## config.mk

```make
export PLATFORM = sky130hd
export DESIGN_NAME = iir_fourth_order_direct_form_two_unit_flat
export DESIGN_NICKNAME = d
export VERILOG_FILES = /design/src/rtl/iir4_pkg.sv /design/src/rtl/iir4_stream_if.sv /design/src/rtl/iir4_mac.sv /design/src/rtl/iir_fourth_order_direct_form_two_unit.sv /design/src/flat_wrapper.sv
export SDC_FILE = /design/constraint.sdc
export NUM_CORES = 2
export LEC_CHECK = 0
export BUFFER_PORTS_ARGS = -buffer_cell sky130_fd_sc_hd__buf_2
export CAP_MARGIN = 10
export CORE_ASPECT_RATIO = 0.75
export CORE_MARGIN = 2
export CORE_UTILIZATION = 45
export CTS_CLUSTER_DIAMETER = 150
export DETAILED_ROUTE_END_ITERATION = 10
export PLACE_DENSITY = 0.68
export SLEW_MARGIN = 20
export SYNTH_ARGS = -nofsm -noshare
export SYNTH_HDL_FRONTEND = slang
export SYNTH_HIERARCHICAL = 1
export SYNTH_SLANG_ARGS = --single-unit
```

## constraint.sdc

```tcl
create_clock -name clock -period 16.9 [get_ports clock]
set_input_delay 2.535 -clock clock [delete_from_list [all_inputs] [get_ports clock]]
set_output_delay 2.535 -clock clock [all_outputs]
set_load 0.02 [all_outputs]
```

## src/rtl/iir4_pkg.sv

```systemverilog
// shared constants, register indexes and the mac control bundle for the
// fourth-order direct form ii iir filter; no dependencies
package iir4_pkg;

   localparam int SAMPLE_WIDTH   = 24;
   localparam int STATE_WIDTH    = 28;
   localparam int COEF_FRAC_BITS = 14;
   localparam int COEF_WIDTH     = 18;
   localparam int TAP_COUNT      = 5;
   localparam int POLE_COUNT     = 4;
   localparam int IDX_WIDTH      = $clog2(TAP_COUNT);

   // full product, rounded product and accumulator widths
   localparam int PROD_WIDTH = COEF_WIDTH + STATE_WIDTH;
   localparam int RND_WIDTH  = PROD_WIDTH + 1 - COEF_FRAC_BITS;
   localparam int ACC_BASE_A = (RND_WIDTH > SAMPLE_WIDTH) ? RND_WIDTH : SAMPLE_WIDTH;
   localparam int ACC_BASE   = (ACC_BASE_A > STATE_WIDTH) ? ACC_BASE_A : STATE_WIDTH;
   localparam int ACC_WIDTH  = ACC_BASE + 4;

   // register file
   localparam int CSR_DATA_WIDTH  = 64;
   localparam int CSR_INDEX_WIDTH = 3;
   localparam int CSR_ADDR_WIDTH  = CSR_INDEX_WIDTH + 3;

   localparam logic [CSR_INDEX_WIDTH-1:0] REG_NUM_TAP0      = 3'd0;
   localparam logic [CSR_INDEX_WIDTH-1:0] REG_NUM_TAP1      = 3'd1;
   localparam logic [CSR_INDEX_WIDTH-1:0] REG_NUM_TAP2      = 3'd2;
   localparam logic [CSR_INDEX_WIDTH-1:0] REG_NUM_TAP3      = 3'd3;
   localparam logic [CSR_INDEX_WIDTH-1:0] REG_NUM_TAP4      = 3'd4;
   localparam logic [CSR_INDEX_WIDTH-1:0] REG_DEN_PAIR_LOW  = 3'd5;
   localparam logic [CSR_INDEX_WIDTH-1:0] REG_DEN_PAIR_HIGH = 3'd6;

   typedef struct packed {
      logic issue;  // start a multiply this cycle
      logic sub;    // subtract the product from the accumulator
      logic load;   // overwrite the accumulator with the load value
   } mac_ctrl_type;

endpackage

```

## src/rtl/iir4_stream_if.sv

```systemverilog
// valid/ready channel interfaces for the iir filter sample and result beats
// depends on iir4_pkg
interface iir4_req_if;
   import iir4_pkg::*;
   logic                           valid;
   logic                           ready;
   logic signed [SAMPLE_WIDTH-1:0] sample_in;

   modport source (output valid, output sample_in, input ready);
   modport sink   (input valid, input sample_in, output ready);
endinterface

interface iir4_rsp_if;
   import iir4_pkg::*;
   logic                           valid;
   logic                           ready;
   logic signed [SAMPLE_WIDTH-1:0] sample_out;
   logic                           saturated;

   modport source (output valid, output sample_out, output saturated, input ready);
   modport sink   (input valid, input sample_out, input saturated, output ready);
endinterface

```

## src/rtl/iir4_mac.sv

```systemverilog
// shared multiply-accumulate unit: registered coefficient x state product,
// round half up at the fraction point, accumulate; depends on iir4_pkg
module iir4_mac (
   input  logic                                     clock,
   input  logic                                     reset,
   input  iir4_pkg::mac_ctrl_type                   ctrl,
   input  logic signed [iir4_pkg::COEF_WIDTH-1:0]   coef,
   input  logic signed [iir4_pkg::STATE_WIDTH-1:0]  operand,
   input  logic signed [iir4_pkg::ACC_WIDTH-1:0]    load_value,
   output logic signed [iir4_pkg::ACC_WIDTH-1:0]    acc
);
   import iir4_pkg::*;

   localparam logic [PROD_WIDTH:0] RND_BIAS = (PROD_WIDTH + 1)'(1) << (COEF_FRAC_BITS - 1);

   logic signed [PROD_WIDTH-1:0] prod_ff, prod_in;
   logic                         prod_vld_ff, prod_vld_in;
   logic                         prod_sub_ff, prod_sub_in;
   logic signed [ACC_WIDTH-1:0]  acc_ff, acc_in;
   logic        [PROD_WIDTH:0]   biased;
   logic        [RND_WIDTH-1:0]  rnd;
   logic signed [ACC_WIDTH-1:0]  rnd_ext;

   assign prod_in     = PROD_WIDTH'(coef * operand);
   assign prod_vld_in = ctrl.issue;
   assign prod_sub_in = ctrl.sub;

   // floor((p + half) / 2^frac) on the sign-extended product
   assign biased  = {prod_ff[PROD_WIDTH-1], prod_ff} + RND_BIAS;
   assign rnd     = biased[PROD_WIDTH:COEF_FRAC_BITS];
   assign rnd_ext = {{(ACC_WIDTH - RND_WIDTH){rnd[RND_WIDTH-1]}}, rnd};

   always_comb begin
      acc_in = acc_ff;
      if (ctrl.load) begin
         acc_in = load_value;
      end else if (prod_vld_ff) begin
         acc_in = prod_sub_ff ? (acc_ff - rnd_ext) : (acc_ff + rnd_ext);
      end
   end

   always_ff @(posedge clock) begin
      if (reset) begin
         prod_vld_ff <= 1'b0;
      end else begin
         prod_vld_ff <= prod_vld_in;
      end
      prod_ff     <= prod_in;
      prod_sub_ff <= prod_sub_in;
      acc_ff      <= acc_in;
   end

   assign acc = acc_ff;

endmodule

```

## src/rtl/iir_fourth_order_direct_form_two_unit.sv

```systemverilog
// top level of the fourth-order direct form ii iir filter: register file,
// sequencer, delay line and saturation; depends on iir4_pkg, iir4_stream_if, iir4_mac
//
// One sample beat in gives one result beat out. With delay line w1..w4 the
// filter forms w = u - d0*w1 - d1*w2 - d2*w3 - d3*w4 and then
// y = n0*w + n1*w1 + ... + n4*w4, each product rounded half up at the
// 14-bit fraction point. w is clipped to 28 bits signed and y to 24 bits
// signed; saturated flags either clip. A single 18x28 multiplier with an
// accumulator behind it does all nine products, one per cycle, in these steps
// after acceptance: the four pole products, a drain, the state clip, the five
// zero products, a drain and the output clip, which waits for a free output
// register before the filter is ready again. The result sits in an output
// register, so the next sample can be accepted while it waits. Coefficients
// are written over the apb-style port at byte address 8*index (num_tap0..4
// at 0..32, den_pair_low at 40 with d0 in bits 17:0 and d1 in 35:18,
// den_pair_high at 48 with d2 and d3). The user must write them only while
// the filter is idle; the block does not enforce it. pready is always high
// and reads return the stored value. Coefficients and delay line reset to zero.
module iir_fourth_order_direct_form_two_unit (
   input  logic                                    clock,
   input  logic                                    reset,
   iir4_req_if.sink                                req_if,
   iir4_rsp_if.source                              rsp_if,
   input  logic                                    psel,
   input  logic                                    penable,
   input  logic                                    pwrite,
   input  logic [iir4_pkg::CSR_ADDR_WIDTH-1:0]     paddr,
   input  logic [iir4_pkg::CSR_DATA_WIDTH-1:0]     pwdata,
   output logic [iir4_pkg::CSR_DATA_WIDTH-1:0]     prdata,
   output logic                                    pready
);
   import iir4_pkg::*;

   typedef enum logic [6:0] {
      S_IDLE   = 7'b0000001,
      S_POLE   = 7'b0000010,
      S_PDRAIN = 7'b0000100,
      S_WSAT   = 7'b0001000,
      S_ZERO   = 7'b0010000,
      S_ZDRAIN = 7'b0100000,
      S_YSAT   = 7'b1000000
   } state_type;

   // clip limits in accumulator width
   localparam logic signed [ACC_WIDTH-1:0] W_MAX =
      {{(ACC_WIDTH - STATE_WIDTH + 1){1'b0}}, {(STATE_WIDTH - 1){1'b1}}};
   localparam logic signed [ACC_WIDTH-1:0] W_MIN =
      {{(ACC_WIDTH - STATE_WIDTH + 1){1'b1}}, {(STATE_WIDTH - 1){1'b0}}};
   localparam logic signed [ACC_WIDTH-1:0] Y_MAX =
      {{(ACC_WIDTH - SAMPLE_WIDTH + 1){1'b0}}, {(SAMPLE_WIDTH - 1){1'b1}}};
   localparam logic signed [ACC_WIDTH-1:0] Y_MIN =
      {{(ACC_WIDTH - SAMPLE_WIDTH + 1){1'b1}}, {(SAMPLE_WIDTH - 1){1'b0}}};

   // coefficient registers
   logic signed [COEF_WIDTH-1:0] num_ff [TAP_COUNT];
   logic signed [COEF_WIDTH-1:0] num_in [TAP_COUNT];
   logic signed [COEF_WIDTH-1:0] den_ff [POLE_COUNT];
   logic signed [COEF_WIDTH-1:0] den_in [POLE_COUNT];

   // filter state, w1 at index 0
   logic signed [STATE_WIDTH-1:0] dl_ff [POLE_COUNT];
   logic signed [STATE_WIDTH-1:0] dl_in [POLE_COUNT];

   state_type                     state_ff, state_in;
   logic [IDX_WIDTH-1:0]          idx_ff, idx_in;
   logic signed [STATE_WIDTH-1:0] w_ff, w_in;
   logic                          clip_ff, clip_in;

   logic                          rsp_valid_ff, rsp_valid_in;
   logic signed [SAMPLE_WIDTH-1:0] sample_out_ff, sample_out_in;
   logic                          saturated_ff, saturated_in;

   mac_ctrl_type                  mac_ctrl;
   logic signed [COEF_WIDTH-1:0]  mac_coef;
   logic signed [STATE_WIDTH-1:0] mac_operand;
   logic signed [ACC_WIDTH-1:0]   mac_load;
   logic signed [ACC_WIDTH-1:0]   acc;

   logic                          cfg_write;
   logic [CSR_INDEX_WIDTH-1:0]    cfg_index;
   logic                          req_beat;
   logic                          out_free;
   logic                          w_over;
   logic                          y_over;
   logic signed [STATE_WIDTH-1:0] w_clip;
   logic signed [SAMPLE_WIDTH-1:0] y_clip;

   // ---------------------------------------------------------------------
   // register file
   // ---------------------------------------------------------------------
   assign pready    = 1'b1;
   assign cfg_write = psel && penable && pwrite && pready;
   assign cfg_index = paddr[CSR_ADDR_WIDTH-1:3];

   always_comb begin
      num_in = num_ff;
      den_in = den_ff;
      if (cfg_write) begin
         unique case (cfg_index)
            REG_NUM_TAP0:      num_in[0] = pwdata[COEF_WIDTH-1:0];
            REG_NUM_TAP1:      num_in[1] = pwdata[COEF_WIDTH-1:0];
            REG_NUM_TAP2:      num_in[2] = pwdata[COEF_WIDTH-1:0];
            REG_NUM_TAP3:      num_in[3] = pwdata[COEF_WIDTH-1:0];
            REG_NUM_TAP4:      num_in[4] = pwdata[COEF_WIDTH-1:0];
            REG_DEN_PAIR_LOW: begin
               den_in[0] = pwdata[COEF_WIDTH-1:0];
               den_in[1] = pwdata[2*COEF_WIDTH-1:COEF_WIDTH];
            end
            REG_DEN_PAIR_HIGH: begin
               den_in[2] = pwdata[COEF_WIDTH-1:0];
               den_in[3] = pwdata[2*COEF_WIDTH-1:COEF_WIDTH];
            end
            default: ;  // unmapped index, write dropped
         endcase
      end
   end

   always_comb begin
      unique case (cfg_index)
         REG_NUM_TAP0: prdata = {{(CSR_DATA_WIDTH - COEF_WIDTH){1'b0}}, num_ff[0]};
         REG_NUM_TAP1: prdata = {{(CSR_DATA_WIDTH - COEF_WIDTH){1'b0}}, num_ff[1]};
         REG_NUM_TAP2: prdata = {{(CSR_DATA_WIDTH - COEF_WIDTH){1'b0}}, num_ff[2]};
         REG_NUM_TAP3: prdata = {{(CSR_DATA_WIDTH - COEF_WIDTH){1'b0}}, num_ff[3]};
         REG_NUM_TAP4: prdata = {{(CSR_DATA_WIDTH - COEF_WIDTH){1'b0}}, num_ff[4]};
         REG_DEN_PAIR_LOW:
            prdata = {{(CSR_DATA_WIDTH - 2*COEF_WIDTH){1'b0}}, den_ff[1], den_ff[0]};
         REG_DEN_PAIR_HIGH:
            prdata = {{(CSR_DATA_WIDTH - 2*COEF_WIDTH){1'b0}}, den_ff[3], den_ff[2]};
         default: prdata = '0;
      endcase
   end

   // ---------------------------------------------------------------------
   // shared multiply-accumulate
   // ---------------------------------------------------------------------
   iir4_mac u_mac (
      .clock      (clock),
      .reset      (reset),
      .ctrl       (mac_ctrl),
      .coef       (mac_coef),
      .operand    (mac_operand),
      .load_value (mac_load),
      .acc        (acc)
   );

   // coefficient and operand select for the current tap
   always_comb begin
      mac_coef    = '0;
      mac_operand = '0;
      if (state_ff == S_POLE) begin
         case (idx_ff)
            3'd0:    begin mac_coef = den_ff[0]; mac_operand = dl_ff[0]; end
            3'd1:    begin mac_coef = den_ff[1]; mac_operand = dl_ff[1]; end
            3'd2:    begin mac_coef = den_ff[2]; mac_operand = dl_ff[2]; end
            default: begin mac_coef = den_ff[3]; mac_operand = dl_ff[3]; end
         endcase
      end else begin
         case (idx_ff)
            3'd0:    begin mac_coef = num_ff[0]; mac_operand = w_ff;     end
            3'd1:    begin mac_coef = num_ff[1]; mac_operand = dl_ff[0]; end
            3'd2:    begin mac_coef = num_ff[2]; mac_operand = dl_ff[1]; end
            3'd3:    begin mac_coef = num_ff[3]; mac_operand = dl_ff[2]; end
            default: begin mac_coef = num_ff[4]; mac_operand = dl_ff[3]; end
         endcase
      end
   end

   // ---------------------------------------------------------------------
   // clipping of the accumulator to state and sample width
   // ---------------------------------------------------------------------
   always_comb begin
      w_over = (acc > W_MAX) || (acc < W_MIN);
      if (acc > W_MAX) begin
         w_clip = W_MAX[STATE_WIDTH-1:0];
      end else if (acc < W_MIN) begin
         w_clip = W_MIN[STATE_WIDTH-1:0];
      end else begin
         w_clip = acc[STATE_WIDTH-1:0];
      end
      y_over = (acc > Y_MAX) || (acc < Y_MIN);
      if (acc > Y_MAX) begin
         y_clip = Y_MAX[SAMPLE_WIDTH-1:0];
      end else if (acc < Y_MIN) begin
         y_clip = Y_MIN[SAMPLE_WIDTH-1:0];
      end else begin
         y_clip = acc[SAMPLE_WIDTH-1:0];
      end
   end

   // ---------------------------------------------------------------------
   // sequencer
   // ---------------------------------------------------------------------
   assign req_if.ready = (state_ff == S_IDLE);
   assign req_beat     = req_if.valid && req_if.ready;
   assign out_free     = !rsp_valid_ff || rsp_if.ready;

   always_comb begin
      state_in      = state_ff;
      idx_in        = idx_ff;
      w_in          = w_ff;
      clip_in       = clip_ff;
      dl_in         = dl_ff;
      rsp_valid_in  = rsp_valid_ff && !rsp_if.ready;
      sample_out_in = sample_out_ff;
      saturated_in  = saturated_ff;
      mac_ctrl      = '0;
      mac_load      = '0;

      unique case (state_ff)
         S_IDLE: begin
            if (req_beat) begin
               // accumulator starts from the sample
               mac_ctrl.load = 1'b1;
               mac_load      = {{(ACC_WIDTH - SAMPLE_WIDTH){req_if.sample_in[SAMPLE_WIDTH-1]}},
                                req_if.sample_in};
               idx_in        = '0;
               state_in      = S_POLE;
            end
         end
         S_POLE: begin
            mac_ctrl.issue = 1'b1;
            mac_ctrl.sub   = 1'b1;
            if (idx_ff == IDX_WIDTH'(POLE_COUNT - 1)) begin
               idx_in   = '0;
               state_in = S_PDRAIN;
            end else begin
               idx_in = idx_ff + 1'b1;
            end
         end
         S_PDRAIN: begin
            // last pole product lands in the accumulator
            state_in = S_WSAT;
         end
         S_WSAT: begin
            w_in          = w_clip;
            clip_in       = w_over;
            mac_ctrl.load = 1'b1;
            mac_load      = '0;
            idx_in        = '0;
            state_in      = S_ZERO;
         end
         S_ZERO: begin
            mac_ctrl.issue = 1'b1;
            if (idx_ff == IDX_WIDTH'(TAP_COUNT - 1)) begin
               idx_in   = '0;
               state_in = S_ZDRAIN;
            end else begin
               idx_in = idx_ff + 1'b1;
            end
         end
         S_ZDRAIN: begin
            state_in = S_YSAT;
         end
         S_YSAT: begin
            // hold here until the output register can take the beat
            if (out_free) begin
               rsp_valid_in  = 1'b1;
               sample_out_in = y_clip;
               saturated_in  = clip_ff || y_over;
               for (int i = POLE_COUNT - 1; i > 0; i--) begin
                  dl_in[i] = dl_ff[i-1];
               end
               dl_in[0] = w_ff;
               state_in = S_IDLE;
            end
         end
         default: state_in = S_IDLE;
      endcase
   end

   always_ff @(posedge clock) begin
      if (reset) begin
         state_ff     <= S_IDLE;
         idx_ff       <= '0;
         rsp_valid_ff <= 1'b0;
         for (int i = 0; i < TAP_COUNT; i++) begin
            num_ff[i] <= '0;
         end
         for (int i = 0; i < POLE_COUNT; i++) begin
            den_ff[i] <= '0;
            dl_ff[i]  <= '0;
         end
      end else begin
         state_ff     <= state_in;
         idx_ff       <= idx_in;
         rsp_valid_ff <= rsp_valid_in;
         num_ff       <= num_in;
         den_ff       <= den_in;
         dl_ff        <= dl_in;
      end
      w_ff          <= w_in;
      clip_ff       <= clip_in;
      sample_out_ff <= sample_out_in;
      saturated_ff  <= saturated_in;
   end

   assign rsp_if.valid      = rsp_valid_ff;
   assign rsp_if.sample_out = sample_out_ff;
   assign rsp_if.saturated  = saturated_ff;

   // ---------------------------------------------------------------------
   // checks
   // ---------------------------------------------------------------------
   a_accept_starts_poles: assert property (@(posedge clock) disable iff (reset)
      req_beat |=> (state_ff == S_POLE) && (idx_ff == '0))
      else $error("sample beat did not start the pole pass");

   a_zero_idx_range: assert property (@(posedge clock) disable iff (reset)
      (state_ff == S_ZERO) |-> (idx_ff <= IDX_WIDTH'(TAP_COUNT - 1)))
      else $error("zero tap index out of range");

   a_state_holds: assert property (@(posedge clock) disable iff (reset)
      (state_ff != S_YSAT) |=> $stable(dl_ff[0]) && $stable(dl_ff[3]))
      else $error("delay line moved outside the output step");

   a_result_issued: assert property (@(posedge clock) disable iff (reset)
      (state_ff == S_YSAT) && out_free |=> rsp_valid_ff && (state_ff == S_IDLE))
      else $error("finished sample did not reach the output register");

endmodule

```

## src/flat_wrapper.sv

```systemverilog
// flat-port wrapper written by rule: the top's interface ports become plain ports
module iir_fourth_order_direct_form_two_unit_flat import iir4_pkg::*;
  (clock, reset, psel, penable, pwrite, paddr, pwdata, prdata, pready, req_if_valid, req_if_sample_in, req_if_ready, rsp_if_valid, rsp_if_sample_out, rsp_if_saturated, rsp_if_ready);
  iir4_req_if req_if_i ();
  iir4_rsp_if rsp_if_i ();
  input  logic clock;
  input  logic reset;
  input  logic psel;
  input  logic penable;
  input  logic pwrite;
  input  logic [iir4_pkg::CSR_ADDR_WIDTH-1:0] paddr;
  input  logic [iir4_pkg::CSR_DATA_WIDTH-1:0] pwdata;
  output logic [iir4_pkg::CSR_DATA_WIDTH-1:0] prdata;
  output logic pready;
  input wire logic [$bits(req_if_i.valid)-1:0] req_if_valid;
  input wire logic [$bits(req_if_i.sample_in)-1:0] req_if_sample_in;
  output wire logic [$bits(req_if_i.ready)-1:0] req_if_ready;
  output wire logic [$bits(rsp_if_i.valid)-1:0] rsp_if_valid;
  output wire logic [$bits(rsp_if_i.sample_out)-1:0] rsp_if_sample_out;
  output wire logic [$bits(rsp_if_i.saturated)-1:0] rsp_if_saturated;
  input wire logic [$bits(rsp_if_i.ready)-1:0] rsp_if_ready;
  assign req_if_i.valid = req_if_valid;
  assign req_if_i.sample_in = req_if_sample_in;
  assign req_if_ready = req_if_i.ready;
  assign rsp_if_valid = rsp_if_i.valid;
  assign rsp_if_sample_out = rsp_if_i.sample_out;
  assign rsp_if_saturated = rsp_if_i.saturated;
  assign rsp_if_i.ready = rsp_if_ready;
  iir_fourth_order_direct_form_two_unit u_core (.clock(clock), .reset(reset), .req_if(req_if_i), .rsp_if(rsp_if_i), .psel(psel), .penable(penable), .pwrite(pwrite), .paddr(paddr), .pwdata(pwdata), .prdata(prdata), .pready(pready));
endmodule
```

==> results.txt <==
----------------------------------------------------
[Place]
  Post-placement setup slack ... 6.510 ns
  # port buffers ... around 130
  GP Congestion ... around 0.92
  Placed instance area ... roughly 0.041 mm^2
  # placed instances ... about 5700
  Half-perimeter wire length after placement ... roughly 84 mm

[Clock tree]
  Clock tree from TritonCTS ... done
  Post-CTS repair timing setup buffer count ... 0
  Clk_lat worst skew ... approximately 0.61 ns
  Hold_buf cts ... 0
  Clock Path Buffers ... 3
  # clock sinks ... roughly 400
  Quantity of gates resized following cts ... 0
  CTS Buf Count ... 41
  Clock slew seen by the registers of the worst setup and hold paths ... about 0.07 ns
  Cell at the root of the clock tree ... clkbuf_16
  H-Tree Depth ... 2

[Die]
  Row cnt ... between 90 and 100
  Std-Cell Core Area ... ~0.088 mm^2
  Effective utilization at floorplan ... around 45%
  Area of the die ... just over 0.09 mm^2
  Number of top-level pins ... 193
  Horiz. Die Dim ... roughly 350 um
  Height of the die ... between 200 and 300 um

[Yosys]
  Mean instance size in the synthesized netlist ... between 8 and 9 um^2
  Sequential fraction of the synthesis area ... roughly 23%
  Simple-Gate Fraction of Synth Area ... a little under a fifth
  Compound-Gate Fraction of Synth Area ... about 15%
  Leading area contributor after synthesis ... fa_1
  Multiplexer area fraction after synthesis ... under 10%
  Share of async-settable or async-resettable flops after synthesis ... 0%
  Post-synthesis instance total ... between 4000 and 5000
  Dominant combinational cell family by area after synthesis ... adder cells
  Top flip-flop cell by instance count after synthesis ... dfxtp_1
  Area of the mapped netlist ... 0.03967 mm^2
  Post-synth cell types ... between 100 and 150
  Number of enable flip-flop cells after synthesis ... between 90 and 100
  Cell types occupying the most area after synthesis ... fa_1 (25%), dfxtp_1 (16%), nand2_1 (9.1%), edfxtp_1 (6.9%), inv_1 (5.7%)
  Top cell type's share of synthesized area ... between 20% and 30%
  Area share of xor/xnor cells in the synthesized design ... under 10%
  Synth Area in Adders ... between 20 and 30%
  Ys Warns ... 6
  Yosys reg bits ... ~410

[Power and ir drop]
  Sequential Power Share ... 31.0%
  Clock Power Share ... 21.9%
  Standby leakage power ... 18.00 nW
  Fraction of power consumed by combinational cells ... a little under half
  Fraction of power spent switching nets ... between 40% and 50%
  Maximum resistive drop on vdd ... roughly 0.11 mV
  Pint ... 2.464 mW
  PwrDens ... around 100 mW/mm^2
  Net switching power of the design ... roughly 1.8 mW

[STA]
  Slew at the pin closest to its max-slew limit ... 1.219 ns
  Final critical-path setup slack ... ~6 ns
  Max transition margin ... 18.60%
  Final Hold Viols ... 0
  Final Slew Violations ... 0
  Setup repair after global routing missed its margin ... no
  Worst hold-check slack ... between 0.4 and 0.5 ns
  Final setup skew ... 0.04053 ns
  Total Neg Setup Slack ... 0 ns
  Max Clk Rate ... 0.09175 GHz
  Post-route minimum period ... 10.90 ns
  # setup viols final ... 0
  Share of the cycle needed by the critical path after routing ... ~64%

[Critical path]
  Slowest cell on the critical path ... a2111oi_0
  Maximum fanout count along the critical path ... 33
  Setup crit start ... u_core/idx_ff[2]
  Critical path endpoint category ... flip-flop
  FF-to-FF path depth ... 30
  Endpoint of the most critical register-to-register path ... u_core/u_mac/prod_ff[44]
  Max incr delay on CP ... ~0.85 ns
  Crit path kind ... reg -> reg
  Critical Path Source Type ... flip-flop
  CP Capture Point ... u_core/u_mac/prod_ff[44]
  R2R setup slack ... 6.00 ns
  CP Data Arrival Time ... between 10 and 15 ns
  Critical R2R Launch ... u_core/idx_ff[2]
  Critical path required time ... 17.44 ns
  Most numerous cell on the critical path ... fa_1

[Job]
  Count of maximum capacitance violations ... 0

[Worst hold path]
  Class of the worst hold path ... reg -> reg
  Launch instance of the worst min-delay path ... u_core/dl_ff[5]

[Routing]
  Antenna violation net count after detailed routing ... 0
  DRT Pass-1 Iters ... 11
  Total Wirelength ... between 100 and 150 mm
  DRC violation count after routing ... 8
  DRT iter0 DRCs ... around 4200
  Via density per instance ... about 5.8
  Wirelength per Cell ... ~21 um
  Vias ... roughly 34000

[Global route]
  GR Overflow Total ... 0
  Via count of the first global-routing pass ... between 30000 and 40000
  Met1 Usage GRT ... between 30 and 40%
  Most Used Layer, Global Route ... met2
  Gr usage total ... a little over a quarter
  Wire length of the first global-routing pass ... about 190 mm
  Pin count of the biggest net entering global routing ... 143
  Met2 Use GR ... 38.87%
  Met3 Resource Use GR ... 6.144%
  Number of antenna violations at the first check in global routing ... 4

[Finish]
  Final Instance Count excl. Fillers ... between 5000 and 6000
  Most common cell after layout, fill and taps aside ... nand2_1
  Post-layout nets ... between 5000 and 6000
  Final instance area ... ~0.043 mm^2
  Layout filler cell count ... 8367
  Share of layout cells above drive strength 1 ... under 10%
  Top library cells by usage in the layout, fill and taps aside ... nand2_1 (960), inv_1 (599), fa_1 (489), a21oi_1 (370), dfxtp_1 (319)
  Area added between synthesis and finish ... 7.418%

[Status]
  Violated checks ... design-rule violations
  Run status ... finished, violations left

----------------------------------------------------
## how the worst min path moves through the flow
stage          cells past startpoint          endpoint  slack, ns
2_1_floorplan                      2  u_core/num_ff[7]       0.44
4_1_cts                            2   u_core/dl_ff[5]       0.46
5_1_grt                            2  u_core/num_ff[7]       0.47
3_3_place_gp                       2  u_core/dl_ff[17]       0.44
6_report                           2   u_core/dl_ff[5]       0.46
3_5_place_dp                       2   u_core/dl_ff[5]       0.45
## routing by layer
layer | share of wire (%) | routed length (um)
met3 | 11 | 13570
met4 | 2.8 | 3350
met1 | 44 | 52490
met5 | 0.021 | 25
met2 | 42 | 50080
## worst max-delay path, delay by kind of cell (launching register included)
family	cells	cell delay [ns]
DFF	1	0.31
buffers and inverters	9	2.40
and+or+nand+nor	5	1.32
AOI/OAI and AO/OA	7	2.81
adders and majority gates	8	3.84
xor gates and xnor gates	1	0.12
## power groups by stage
stage,Combinational [mW],Clock [mW],Sequential (mW)
after global placement,1.92,0,1.33
final,2.00,0.930,1.31
after global routing,2.21,0.979,1.32
after CTS,1.97,0.940,1.31
after floorplan,1.49,0,1.24
after detailed placement,1.95,0,1.32
## cells in the mapped netlist, types with 12 or more instances
master,instances
a22oi_1,26
o211ai_1,15
buf_2,53
fa_1,489
o22a_1,12
edfxtp_1,91
a222oi_1,77
mux2i_1,17
nor2_1,150
o21a_1,13
xnor2_1,85
o22ai_1,17
nor4_1,13
nor2b_1,19
and2_1,223
mux2_2,23
xor2_1,49
clkbuf_1,228
inv_1,600
nand2_1,962
buf_4,32
nand3_1,35
a21o_1,78
o31ai_1,17
a21oi_1,371
dfxtp_1,320
and3_1,24
nand2b_1,16
a22o_1,43
o21ai_0,85
a211oi_1,35
nand4_1,17
a221oi_1,19
nor3_1,65
ha_1,152
## state kept, by name (all words and copies together) (netlist names)
name,flops
u_core/rsp_if.valid,1
u_core/w_ff,28
u_core/u_mac/prod_sub_ff,1
u_core/clip_ff,1
u_core/u_mac/acc,37
u_core/u_mac/prod_ff,33
u_core/u_mac/prod_vld_ff,1
u_core/num_ff,90
u_core/state_ff,7
u_core/dl_ff,112
u_core/idx_ff,3
u_core/rsp_if.sample_out,24
u_core/den_ff,72
u_core/rsp_if.saturated,1
## cell type report
type / count / area (um^2) / share of cell area (%)
Clock inverter: 17 / 177.7 / 0.4169
Antenna cell: 3 / 7.507 / 0.01762
Sequential cell: 411 / 9140 / 21.45
Inverter: 604 / 2270 / 5.326
Multi-Input combinational cell: 3352 / 27210 / 63.85
Tap cell: 1152 / 1441 / 3.382
Timing Repair Buffer: 207 / 1232 / 2.892
Clock buffer: 55 / 1139 / 2.672
## per-stage QoR
step / util [%] / power (mW)
global placement: 47.18 / 3.245
finish: 48.70 / 4.236
detailed placement: 47.18 / 3.270
floorplan: - / 2.734
CTS: 48.68 / 4.215
global route: 48.69 / 4.512
## cell families (layout without fill, tap and decap cells)
logic type,after synthesis,count (layout)
AO/OA/AOI/OAI,896,896
adder cells (fa/ha/maj),641,641
AND/OR/NAND/NOR,1604,1604
multiplexers,47,47
flip-flops,411,411
other,2,32
XOR/XNOR,135,135
buffers and inverters,936,883
Note: power is estimated with default switching activity, not from simulation.
